### config.mk
export PLATFORM = sky130hd
export DESIGN_NAME = key_value_telemetry_parser
export DESIGN_NICKNAME = d
export VERILOG_FILES = /design/src/rtl/core/kvtp_pkg.sv /design/src/rtl/core/key_value_telemetry_parser.sv
export SDC_FILE = /design/constraint.sdc
export NUM_CORES = 1
export LEC_CHECK = 0
export BUFFER_PORTS_ARGS = -buffer_cell sky130_fd_sc_hd__buf_2
export CORE_ASPECT_RATIO = 0.8
export CORE_MARGIN = 2
export CORE_UTILIZATION = 53
export CTS_CLUSTER_SIZE = 30
export DETAILED_ROUTE_END_ITERATION = 6
export PLACE_DENSITY = 0.76
export SLEW_MARGIN = 20
export SYNTH_ARGS = -nofsm -noshare
export SYNTH_HDL_FRONTEND = slang
export SYNTH_SLANG_ARGS = --single-unit
export TNS_END_PERCENT = 100
### constraint.sdc
create_clock -name clock -period 17.1 [get_ports clock]
set_input_delay 1.71 -clock clock [delete_from_list [all_inputs] [get_ports clock]]
set_output_delay 1.71 -clock clock [all_outputs]
set_load 0.005 [all_outputs]
### src/rtl/core/kvtp_pkg.sv
// Shared types, character codes and classification helpers for the key:value parser.
package kvtp_pkg;

   localparam int unsigned KEY_SLOTS  = 16;
   localparam int unsigned COUNT_W    = 5;
   localparam int unsigned VALUE_W    = 32;
   localparam int unsigned HALF_BYTES = 8;

   localparam logic [7:0] CHAR_COMMA = 8'h2C;
   localparam logic [7:0] CHAR_COLON = 8'h3A;
   localparam logic [7:0] CHAR_UNDER = 8'h5F;
   localparam logic [7:0] CHAR_SLASH = 8'h2F;
   localparam logic [7:0] CHAR_PLUS  = 8'h2B;
   localparam logic [7:0] CHAR_MINUS = 8'h2D;
   localparam logic [7:0] CHAR_SPACE = 8'h20;
   localparam logic [7:0] CHAR_TAB   = 8'h09;
   localparam logic [7:0] CHAR_CR    = 8'h0D;
   localparam logic [7:0] CHAR_LF    = 8'h0A;

   typedef enum logic [1:0] {
      NUM_NONE = 2'd0,
      NUM_RUN  = 2'd1,
      NUM_DONE = 2'd2
   } num_phase_type;

   typedef enum logic [1:0] {
      SIGN_NONE  = 2'd0,
      SIGN_PLUS  = 2'd1,
      SIGN_MINUS = 2'd2
   } sign_type;

   typedef struct packed {
      logic                 in_value;
      logic [COUNT_W-1:0]   count;
      logic                 started;
      logic                 trail;
      logic                 invalid;
      num_phase_type        phase;
      sign_type             prev_sign;
      logic                 negative;
      logic [VALUE_W-1:0]   acc;
   } token_state_type;

   localparam token_state_type TOKEN_CLEAR = '{
      in_value:  1'b0,
      count:     '0,
      started:   1'b0,
      trail:     1'b0,
      invalid:   1'b0,
      phase:     NUM_NONE,
      prev_sign: SIGN_NONE,
      negative:  1'b0,
      acc:       '0
   };

   function automatic logic is_blank(input logic [7:0] c);
      return (c == CHAR_SPACE) || (c == CHAR_TAB) || (c == CHAR_CR) || (c == CHAR_LF);
   endfunction

   function automatic logic is_digit(input logic [7:0] c);
      return c inside {[8'h30:8'h39]};
   endfunction

   function automatic logic is_letter(input logic [7:0] c);
      return c inside {[8'h41:8'h5A], [8'h61:8'h7A]};
   endfunction

endpackage

### src/rtl/core/key_value_telemetry_parser.sv
// Streaming key:value telemetry parser, one byte per beat, one pair per token.
//
// Accepts one byte of a text line per clock, with req_line_end on the last
// byte, and emits one beat per comma-separated token of the form key:value
// whose key is valid (2 to MAX_KEY_CHARS characters, letter first, then
// letters, digits, '_' or '/', outer blanks trimmed) and whose value part has
// a digit run. The pair of a token appears on the rsp_ channel the cycle after
// the closing byte (comma or line end) is accepted. The parser state is a
// single register updated by a short per-byte step, so a byte is taken every
// cycle; the one-entry result register lets the next byte in while it is
// empty or its result is taken; req_ready drops only when it is full and not taken.
module key_value_telemetry_parser #(
   parameter int unsigned MAX_KEY_CHARS = 16
) (
   input  logic               clock,
   input  logic               reset,
   input  logic               req_valid,
   output logic               req_ready,
   input  logic [7:0]         req_char_byte,
   input  logic               req_line_end,
   output logic               rsp_valid,
   input  logic               rsp_ready,
   output logic [63:0]        rsp_key_first_half,
   output logic [63:0]        rsp_key_second_half,
   output logic [4:0]         rsp_key_length,
   output logic signed [31:0] rsp_number_value,
   output logic               rsp_ends_line
);

   kvtp_pkg::token_state_type tok_ff, tok_in, tok_step;
   logic [7:0]  key_store_ff [kvtp_pkg::KEY_SLOTS];
   logic [7:0]  key_view     [kvtp_pkg::KEY_SLOTS];
   logic        key_write;
   logic        accept;
   logic        is_comma;
   logic        close_tok;
   logic        emit;
   logic [63:0] first_half, second_half;
   logic [31:0] value_out;

   logic               rsp_valid_ff, rsp_valid_in;
   logic [63:0]        rsp_first_ff, rsp_second_ff;
   logic [4:0]         rsp_length_ff;
   logic [31:0]        rsp_value_ff;
   logic               rsp_ends_ff;

   assign req_ready = !rsp_valid_ff || rsp_ready;
   assign accept    = req_valid && req_ready;
   assign is_comma  = (req_char_byte == kvtp_pkg::CHAR_COMMA);
   assign close_tok = is_comma || req_line_end;

   // One parser step for the current byte; a comma leaves the state as is
   // and only closes the token.
   always_comb begin
      tok_step  = tok_ff;
      key_write = 1'b0;
      if (!is_comma) begin
         if (!tok_ff.in_value) begin
            if (req_char_byte == kvtp_pkg::CHAR_COLON) begin
               tok_step.in_value  = 1'b1;
               tok_step.prev_sign = kvtp_pkg::SIGN_NONE;
            end else if (kvtp_pkg::is_blank(req_char_byte)) begin
               if (tok_ff.started) begin
                  tok_step.trail = 1'b1;
               end
            end else begin
               if (tok_ff.trail) begin
                  tok_step.invalid = 1'b1;
               end
               if (!tok_ff.started) begin
                  tok_step.started = 1'b1;
                  if (!kvtp_pkg::is_letter(req_char_byte)) begin
                     tok_step.invalid = 1'b1;
                  end
               end else if (!(kvtp_pkg::is_letter(req_char_byte) ||
                              kvtp_pkg::is_digit(req_char_byte) ||
                              req_char_byte == kvtp_pkg::CHAR_UNDER ||
                              req_char_byte == kvtp_pkg::CHAR_SLASH)) begin
                  tok_step.invalid = 1'b1;
               end
               if (tok_ff.count < kvtp_pkg::COUNT_W'(MAX_KEY_CHARS)) begin
                  key_write      = 1'b1;
                  tok_step.count = tok_ff.count + 1'b1;
               end else begin
                  tok_step.invalid = 1'b1;
               end
            end
         end else begin
            case (tok_ff.phase)
               kvtp_pkg::NUM_DONE: begin
               end
               kvtp_pkg::NUM_NONE, kvtp_pkg::NUM_RUN: begin
                  if (kvtp_pkg::is_digit(req_char_byte)) begin
                     tok_step.phase     = kvtp_pkg::NUM_RUN;
                     tok_step.prev_sign = kvtp_pkg::SIGN_NONE;
                     if (tok_ff.phase == kvtp_pkg::NUM_NONE) begin
                        tok_step.negative = (tok_ff.prev_sign == kvtp_pkg::SIGN_MINUS);
                        tok_step.acc      = {28'd0, req_char_byte[3:0]};
                     end else begin
                        tok_step.acc = (tok_ff.acc << 3) + (tok_ff.acc << 1)
                                     + {28'd0, req_char_byte[3:0]};
                     end
                  end else if (tok_ff.phase == kvtp_pkg::NUM_RUN) begin
                     tok_step.phase = kvtp_pkg::NUM_DONE;
                  end else if (req_char_byte == kvtp_pkg::CHAR_PLUS) begin
                     tok_step.prev_sign = kvtp_pkg::SIGN_PLUS;
                  end else if (req_char_byte == kvtp_pkg::CHAR_MINUS) begin
                     tok_step.prev_sign = kvtp_pkg::SIGN_MINUS;
                  end else begin
                     tok_step.prev_sign = kvtp_pkg::SIGN_NONE;
                  end
               end
               default: begin
               end
            endcase
         end
      end
   end

   assign tok_in = !accept ? tok_ff : (close_tok ? kvtp_pkg::TOKEN_CLEAR : tok_step);

   // Key view with this byte's write folded in, so a line end that also ends
   // the key still sees its last character. Slots past the count read zero.
   always_comb begin
      for (int i = 0; i < kvtp_pkg::KEY_SLOTS; i++) begin
         if (kvtp_pkg::COUNT_W'(i) >= tok_step.count) begin
            key_view[i] = 8'h00;
         end else if (key_write && tok_ff.count[3:0] == 4'(i)) begin
            key_view[i] = req_char_byte;
         end else begin
            key_view[i] = key_store_ff[i];
         end
      end
      for (int i = 0; i < kvtp_pkg::HALF_BYTES; i++) begin
         first_half[63-8*i -: 8]  = key_view[i];
         second_half[63-8*i -: 8] = key_view[i+kvtp_pkg::HALF_BYTES];
      end
   end

   assign emit = close_tok && tok_step.in_value && (tok_step.phase != kvtp_pkg::NUM_NONE)
               && !tok_step.invalid && (tok_step.count >= 5'd2)
               && (tok_step.count <= kvtp_pkg::COUNT_W'(MAX_KEY_CHARS));

   assign value_out = tok_step.negative ? (32'd0 - tok_step.acc) : tok_step.acc;

   always_comb begin
      rsp_valid_in = rsp_valid_ff;
      if (accept && emit) begin
         rsp_valid_in = 1'b1;
      end else if (rsp_ready) begin
         rsp_valid_in = 1'b0;
      end
   end

   always_ff @(posedge clock) begin
      if (reset) begin
         tok_ff       <= kvtp_pkg::TOKEN_CLEAR;
         rsp_valid_ff <= 1'b0;
      end else begin
         tok_ff       <= tok_in;
         rsp_valid_ff <= rsp_valid_in;
      end
   end

   always_ff @(posedge clock) begin
      if (accept && key_write) begin
         key_store_ff[tok_ff.count[3:0]] <= req_char_byte;
      end
      if (accept && emit) begin
         rsp_first_ff  <= first_half;
         rsp_second_ff <= second_half;
         rsp_length_ff <= tok_step.count;
         rsp_value_ff  <= value_out;
         rsp_ends_ff   <= req_line_end;
      end
   end

   assign rsp_valid           = rsp_valid_ff;
   assign rsp_key_first_half  = rsp_first_ff;
   assign rsp_key_second_half = rsp_second_ff;
   assign rsp_key_length      = rsp_length_ff;
   assign rsp_number_value    = $signed(rsp_value_ff);
   assign rsp_ends_line       = rsp_ends_ff;

   a_len_range: assert property (@(posedge clock) disable iff (reset)
      rsp_valid_ff |-> (rsp_length_ff >= 5'd2 &&
                        rsp_length_ff <= kvtp_pkg::COUNT_W'(MAX_KEY_CHARS)))
      else $error("result key length out of range");

   a_count_cap: assert property (@(posedge clock) disable iff (reset)
      tok_ff.count <= kvtp_pkg::COUNT_W'(MAX_KEY_CHARS))
      else $error("key count beyond limit");

   a_line_clears: assert property (@(posedge clock) disable iff (reset)
      (accept && req_line_end) |=> (tok_ff.count == '0 && !tok_ff.in_value))
      else $error("token state not cleared after line end");

   a_acc_idle: assert property (@(posedge clock) disable iff (reset)
      (tok_ff.phase == kvtp_pkg::NUM_NONE) |-> (tok_ff.acc == '0))
      else $error("accumulator nonzero before any digit");

endmodule
==> flow_summary.json, run 1 <==
{
  "status": "completed",
  "cts_max_level": 2,
  "syn_avg_cell_area_um2": 12.5,
  "fillers": 2279,
  "yosys.area.top_type_share_pct": 56.1,
  "vias": 10895,
  "vias_per_cell": 5.90,
  "core-area_mm2": 0.0293,
  "ys_warn_count": 0,
  "grt_usage_pct": 24.9,
  "root_buffer": "clkbuf_16",
  "hold_viol": 0,
  "fin_skew_ns": 0.0136,
  "insertion_delay_ns": 0.52,
  "holdWs_ns": 0.484,
  "synthTopCellsByArea": "edfxtp_1, dfxtp_1, and2_1, ha_1, nor2_1",
  "power_switching_share_pct": 20.4,
  "grt_pass1_vias": 10239,
  "cts_setup_buffers": 0,
  "port_buffers": 180,
  "p_comb_share_pct": 2.0,
  "ys_ff_latch": 341,
  "grt_overflow_total": 0,
  "path_max_fanout": 72,
  "worst_slew_pin_slew_ns": 1.13,
  "path_class": "in2reg",
  "synth_ff_type": "edfxtp_1",
  "p_leak_uw": 0.00679,
  "crit_arrival_ns": 6.18,
  "p_sw_uw": 348,
  "cap_violations": 0,
  "relSlewSlack_pct": 22.9,
  "end_kind": "flip-flop",
  "final_common_cell": "edfxtp_1",
  "ir_drop_mv": 0.0669,
  "min_period_over_period_pct": 35.3,
  "fin_crit_ns": 6.04,
  "place_area_mm2": 0.0170,
  "powerDensity_mw_per_mm2": 93.9,
  "syn-cell-area_mm2": 0.0157,
  "synth_edf_count": 294,
  "die_width_um": 197,
  "drtIter0Drc": 1176,
  "register_area_mm2": 0.00977,
  "final_area_mm2": 0.0182,
  "cp.required_ns": 17.24,
  "wl_um": 39000,
  "io_pins": 181,
  "drcViolationCount": 0,
  "ys_async_sr_fraction_pct": 0,
  "initial_core_util_pct": 53.7,
  "rows": 56,
  "first_pass_iters": 7,
  "p_clk_share_pct": 45.2,
  "layout_common_cells": "edfxtp_1, buf_2, and2_1, nor2_1, nand2_1",
  "clk_path_buf_depth": 3,
  "syn_inst": 1261,
  "grt_max_degree": 73,
  "gp_congestion": 0.929,
  "die_h_um": 158,
  "seq_power_share_pct": 52.7,
  "finalSetupViolCount": 0,
  "drive_above_1_share_pct": 20.5,
  "clkTransAtPathRegs_ns": 0.06,
  "multi_input_area_mm2": 0.00571,
  "p_int_uw": 1360,
  "nNetsFinal": 1520,
  "ctsHoldBuffers": 0,
  "wl_per_cell_um": 21.1,
  "start_kind": "input pin",
  "drtAntennaViolNets": 0,
  "cts_tree": "built",
  "yosys.area.top_type": "edfxtp_1",
  "grt_pass1_wl_um": 59400,
  "dieArea_mm2": 0.0311,
  "cts-buffers-inserted": 34,
  "dpl.hpwl_um": 26700,
  "post_cts_resized": 0,
  "ys_types": 89,
  "rsz0062_at_grt": "false",
  "syn_nets": 1339,
  "worstHoldPathType": "reg2reg",
  "fmax_ghz": 0.165,
  "yosysSeqAreaShare_pct": 62.1,
  "cts_sinks": 341,
  "setup_tns_ns": 0,
  "synthToLayoutAreaGrowth_pct": 15.5,
  "slew_violations": 0,
  "grt_antenna_before_repair": 1
}
logic make-up (layout without fill, tap and decap cells):
group / after synthesis / after routing / share of synthesized area, %
simple gates: 465 / 465 / 15.8
flops: 341 / 341 / 62.1
compound gates: 256 / 256 / 11.1
buf+inv: 70 / 277 / 1.77
fa+ha+maj: 65 / 65 / 5.26
xor+xnor: 48 / 48 / 2.89
mux: 16 / 16 / 1.06
other cells: 0 / 1 / 0
flip-flops by register name, indices dropped and copies added, names as in the netlist:
name and flops:
key_store_ff 128, rsp_ends_line 1, rsp_key_first_half 64, rsp_key_length 5, rsp_key_second_half 64, rsp_number_value 32, rsp_valid 1, tok_ff 46
cell usage after synthesis (3+ instances only):
cell / instances
nand2b_1: 5
buf_2: 12
a211oi_1: 10
a31oi_1: 4
ha_1: 63
nand3_1: 20
o21ai_1: 7
and3_1: 12
a22oi_1: 29
buf_1: 4
xor2_1: 27
a2111oi_0: 5
o31ai_1: 5
nand2_2: 7
a221oi_1: 3
nor3_1: 28
inv_1: 25
nand4_1: 9
a21oi_1: 67
o31a_1: 3
o21a_1: 7
clkbuf_1: 25
xnor2_1: 18
inv_2: 3
nand3b_1: 4
and4_4: 3
o211ai_1: 4
edfxtp_1: 294
mux2i_1: 13
nor3b_1: 8
nand2_1: 76
nor4_1: 5
dfxtp_1: 47
o21ai_0: 52
or3_1: 9
and2_1: 126
nor2_1: 115
a21boi_0: 3
a21o_1: 9
nor2b_1: 20
a41oi_1: 4
or2_2: 3
a21oi_2: 5
o22ai_1: 3
through the flow:
stage / setup WS (ns) / power [µW] / cells / utilization, %
final: 11.06 / 1710 / 1846 / 62.1
after floorplan: 0.515 / 936 / 1261 / -
after global routing: 10.65 / 1750 / 1845 / 62.1
after detailed placement: 10.51 / 952 / 1783 / 58.1
after CTS: 11.03 / 1720 / 1845 / 62.1
after global placement: 10.71 / 951 / 1783 / 58.1
final cells by class:
| type | instances | area share, % |
|---|---|---|
| antenna | 1 | 0.0138 |
| sequential | 341 | 53.7 |
| inverter | 28 | 0.578 |
| multi-input combinational | 850 | 31.4 |
| clock inverter | 24 | 1.64 |
| tap | 377 | 2.59 |
| clock buffer | 38 | 4.82 |
| timing repair buffer | 187 | 5.24 |
metal layers:
layer,vias to the layer above,GRT usage [%],routed length [µm]
met1,5299,38.3,18100
met2,504,37.1,16700
met5,-,0,0
li1,5042,-,-
met4,0,5.44,626
met3,50,4.28,3620
worst paths after layout:
path	start	endpoint	slack, ns	depth (start not counted)
worst max-delay path	req_char_byte[3]	rsp_key_first_half[14]$_SDFFCE_PP0P_	11.06	10
worst min-delay path	tok_ff[34]$_SDFFE_PP0P_	tok_ff[34]$_SDFFE_PP0P_	0.48	2
worst max register to register	tok_ff[2]$_SDFFE_PP0P_	rsp_number_value[26]$_DFFE_PP_	12.37	13
worst min register to register	tok_ff[34]$_SDFFE_PP0P_	tok_ff[34]$_SDFFE_PP0P_	0.48	2
power by group through the flow:
stage	clock, µW	combinational [µW]	sequential (µW)
2_1_floorplan	0	18.5	918
4_1_cts	782	34.3	900
6_report	772	34.7	900
3_3_place_gp	0	33.0	918
3_5_place_dp	0	34.0	918
5_1_grt	814	37.9	900
critical path: stages:
cell and delay (ns):
buf_2 0.42, inv_1 0.18, or3_4 0.43, a2111oi_4 0.50
nor2_1 0.13, a41oi_1 0.80, mux2i_1 0.25, nor3b_2 0.24
buf_4 0.59, buf_4 0.81
(Power assumes the default switching activity.)
==> inputs of run 2 (changes only) <==
--- a/config.mk
+++ b/config.mk
@@ -8,10 +8,10 @@
 export BUFFER_PORTS_ARGS = -buffer_cell sky130_fd_sc_hd__buf_2
 export CORE_ASPECT_RATIO = 0.8
 export CORE_MARGIN = 2
-export CORE_UTILIZATION = 53
+export CORE_UTILIZATION = 59
 export CTS_CLUSTER_SIZE = 30
 export DETAILED_ROUTE_END_ITERATION = 6
-export PLACE_DENSITY = 0.76
+export PLACE_DENSITY = 0.8
 export SLEW_MARGIN = 20
 export SYNTH_ARGS = -nofsm -noshare
 export SYNTH_HDL_FRONTEND = slang
==> constraint.sdc (replaced) <==
create_clock -name clock -period 6.05 [get_ports clock]
set_input_delay 0.605 -clock clock [delete_from_list [all_inputs] [get_ports clock]]
set_output_delay 0.605 -clock clock [all_outputs]
set_load 0.005 [all_outputs]
==> run 2 against run 1 <==
Against the previous run:
- setup slack got worse by 9.6 ns
- routed wire length decreased by 3.9%
- sequential share of layout area hardly changed
- first-iteration DRC count down 1.2%
- combinational power grew to 2.9 times the previous value
- utilization rose by 7.1 points
- cell count fell by 0.87%
- worst hold slack got worse by 0.16 ns
- via count shrank 0.22%
- critical endpoint is now rsp_number_value[30]$_DFFE_PP_
- sequential cell count unchanged
- sequential power grew to 2.8 times the previous value
==> flow_summary.json, run 2 (same netlist as run 1, synthesis figures left out) <==
{
  "cp.required_ns": 6.30,
  "wl_per_cell_um": 20.5,
  "p_comb_share_pct": 2.1,
  "finalPower_uw": 4770,
  "cts_sinks": 341,
  "grt_usage_pct": 26.8,
  "rrSetupSlack_ns": 1.65,
  "worstHoldPathType": "in2reg",
  "first_pass_iters": 6,
  "met2_length_um": 17200,
  "grt_pass1_wl_um": 58000,
  "dpl.cell_count": 1768,
  "fin_ws_ns": 1.41,
  "die_h_um": 150,
  "io_pins": 181,
  "min_path_cells": 1,
  "multi_input_area_mm2": 0.00573,
  "powerDensity_mw_per_mm2": 262,
  "register_area_mm2": 0.00977,
  "grt_antenna_before_repair": 0,
  "nNetsFinal": 1525,
  "whs_endpoint": "rsp_ends_line$_DFFE_PP_",
  "ctsHoldBuffers": 0,
  "cts_max_level": 2,
  "power_switching_share_pct": 20.2,
  "finalSetupViolCount": 0,
  "initial_core_util_pct": 59.9,
  "clkTransAtPathRegs_ns": 0.06,
  "vias_per_cell": 5.94,
  "drive_above_1_share_pct": 20.6,
  "rsz0062_at_grt": "false",
  "hold_start": "req_line_end",
  "ir_drop_mv": 0.177,
  "p_leak_uw": 0.00682,
  "utilization_pct": 69.2,
  "post_cts_resized": 0,
  "routed.top_layer": "met4",
  "core-area_mm2": 0.0263,
  "min_period_over_period_pct": 76.6,
  "drtIter0Drc": 1162,
  "crit_arrival_ns": 4.89,
  "drtAntennaViolNets": 0,
  "r2r_cells": 14,
  "p_sw_uw": 961,
  "place_area_mm2": 0.0171,
  "cap_violations": 0,
  "cts-buffers-inserted": 34,
  "largest_reg_flops": 128,
  "root_buffer": "clkbuf_16",
  "clk_path_buf_depth": 3,
  "p_int_uw": 3810,
  "rows": 53,
  "fin_skew_ns": 0.0210,
  "dieArea_mm2": 0.0280,
  "end_kind": "flip-flop",
  "gp_congestion": 0.912,
  "timing.rr.start": "tok_ff[2]$_SDFFE_PP0P_",
  "num_antenna_cells": 0,
  "wl_met1_um": 16100,
  "layoutNonFillerInstCount": 1830,
  "drcViolationCount": 0,
  "cts_tree": "built",
  "wl_um": 37500,
  "grt_overflow_total": 0,
  "cts_setup_buffers": 0,
  "dpl.hpwl_um": 25100,
  "vias": 10871,
  "path_max_fanout": 25,
  "relSlewSlack_pct": 36.4,
  "hold_viol": 0,
  "start_kind": "input pin",
  "fmax_ghz": 0.216,
  "fillers": 1806,
  "reg2reg_to": "rsp_number_value[30]$_DFFE_PP_",
  "worst_slew_pin_slew_ns": 0.939,
  "route.met3.wl_um": 3250,
  "p_clk_share_pct": 44.5,
  "port_buffers": 180,
  "pre_cts_ws_ns": 0.930,
  "slew_violations": 0,
  "grt_max_degree": 143,
  "final_area_mm2": 0.0182,
  "insertion_delay_ns": 0.53,
  "die_width_um": 187,
  "final_common_cell": "edfxtp_1",
  "path_class": "in2reg",
  "layout_common_cells": "edfxtp_1, buf_2, and2_1, nor2_1, nand2_1",
  "fin_crit_ns": 4.64,
  "status": "completed",
  "seq_power_share_pct": 53.4,
  "synthToLayoutAreaGrowth_pct": 15.5,
  "grt_pass1_vias": 10250
}
==> run 2: per-stage QoR <==
stage / setup TNS [ns] / hold WS, ns
after CTS: 0 / 0.313
after floorplan: -188.60 / 0.442
after detailed placement: 0 / 0.487
after global routing: 0 / 0.318
final: 0 / 0.326
after global placement: 0 / 0.456
==> run 2: how the worst max path moves through the flow <==
stage,start,endpoint,slack [ns],cells past startpoint
3_5_place_dp,req_char_byte[3],rsp_number_value[30]$_DFFE_PP_,0.93,15
3_3_place_gp,req_char_byte[3],rsp_number_value[30]$_DFFE_PP_,1.05,15
2_1_floorplan,req_char_byte[0],rsp_ends_line$_DFFE_PP_,-1.14,11
6_report,req_char_byte[3],rsp_number_value[30]$_DFFE_PP_,1.41,15
4_1_cts,req_char_byte[3],rsp_number_value[30]$_DFFE_PP_,1.46,15
5_1_grt,req_char_byte[3],rsp_number_value[30]$_DFFE_PP_,1.07,15
==> run 2: routing by layer <==
layer | GRT usage [%] | vias up
li1 | - | 5064
met1 | 38.3 | 5220
met2 | 42.4 | 516
met3 | 4.24 | 71
met4 | 8.85 | 0
met5 | 0 | -
==> run 2: power by group through the flow <==
stage	logic (µW)	clock network [µW]	registers (µW)
6_report	102	2120	2550
3_3_place_gp	98.2	0	2590
2_1_floorplan	55.1	0	2590
3_5_place_dp	101	0	2600
5_1_grt	111	2220	2540
4_1_cts	102	2150	2550
==> run 2: critical path, stage by stage <==
cell      delay (ns)
buf_2           0.45
inv_1           0.19
fa_1            0.56
inv_1           0.06
fa_1            0.49
a21o_1          0.22
and4_4          0.21
o21ai_1         0.22
nand2_1         0.19
xor2_1          0.20
a211oi_1        0.36
nor3b_1         0.39
nand4_1         0.23
o41ai_2         0.39
xor2_1          0.10
==> run 2: layout make-up <==
type                       count  area share (%)
clock buffer                  41            4.94
sequential                   341            53.7
inverter                      28           0.578
multi-input combinational    850            31.5
clock inverter                21            1.27
timing repair buffer         192            5.52
tap                          357            2.46
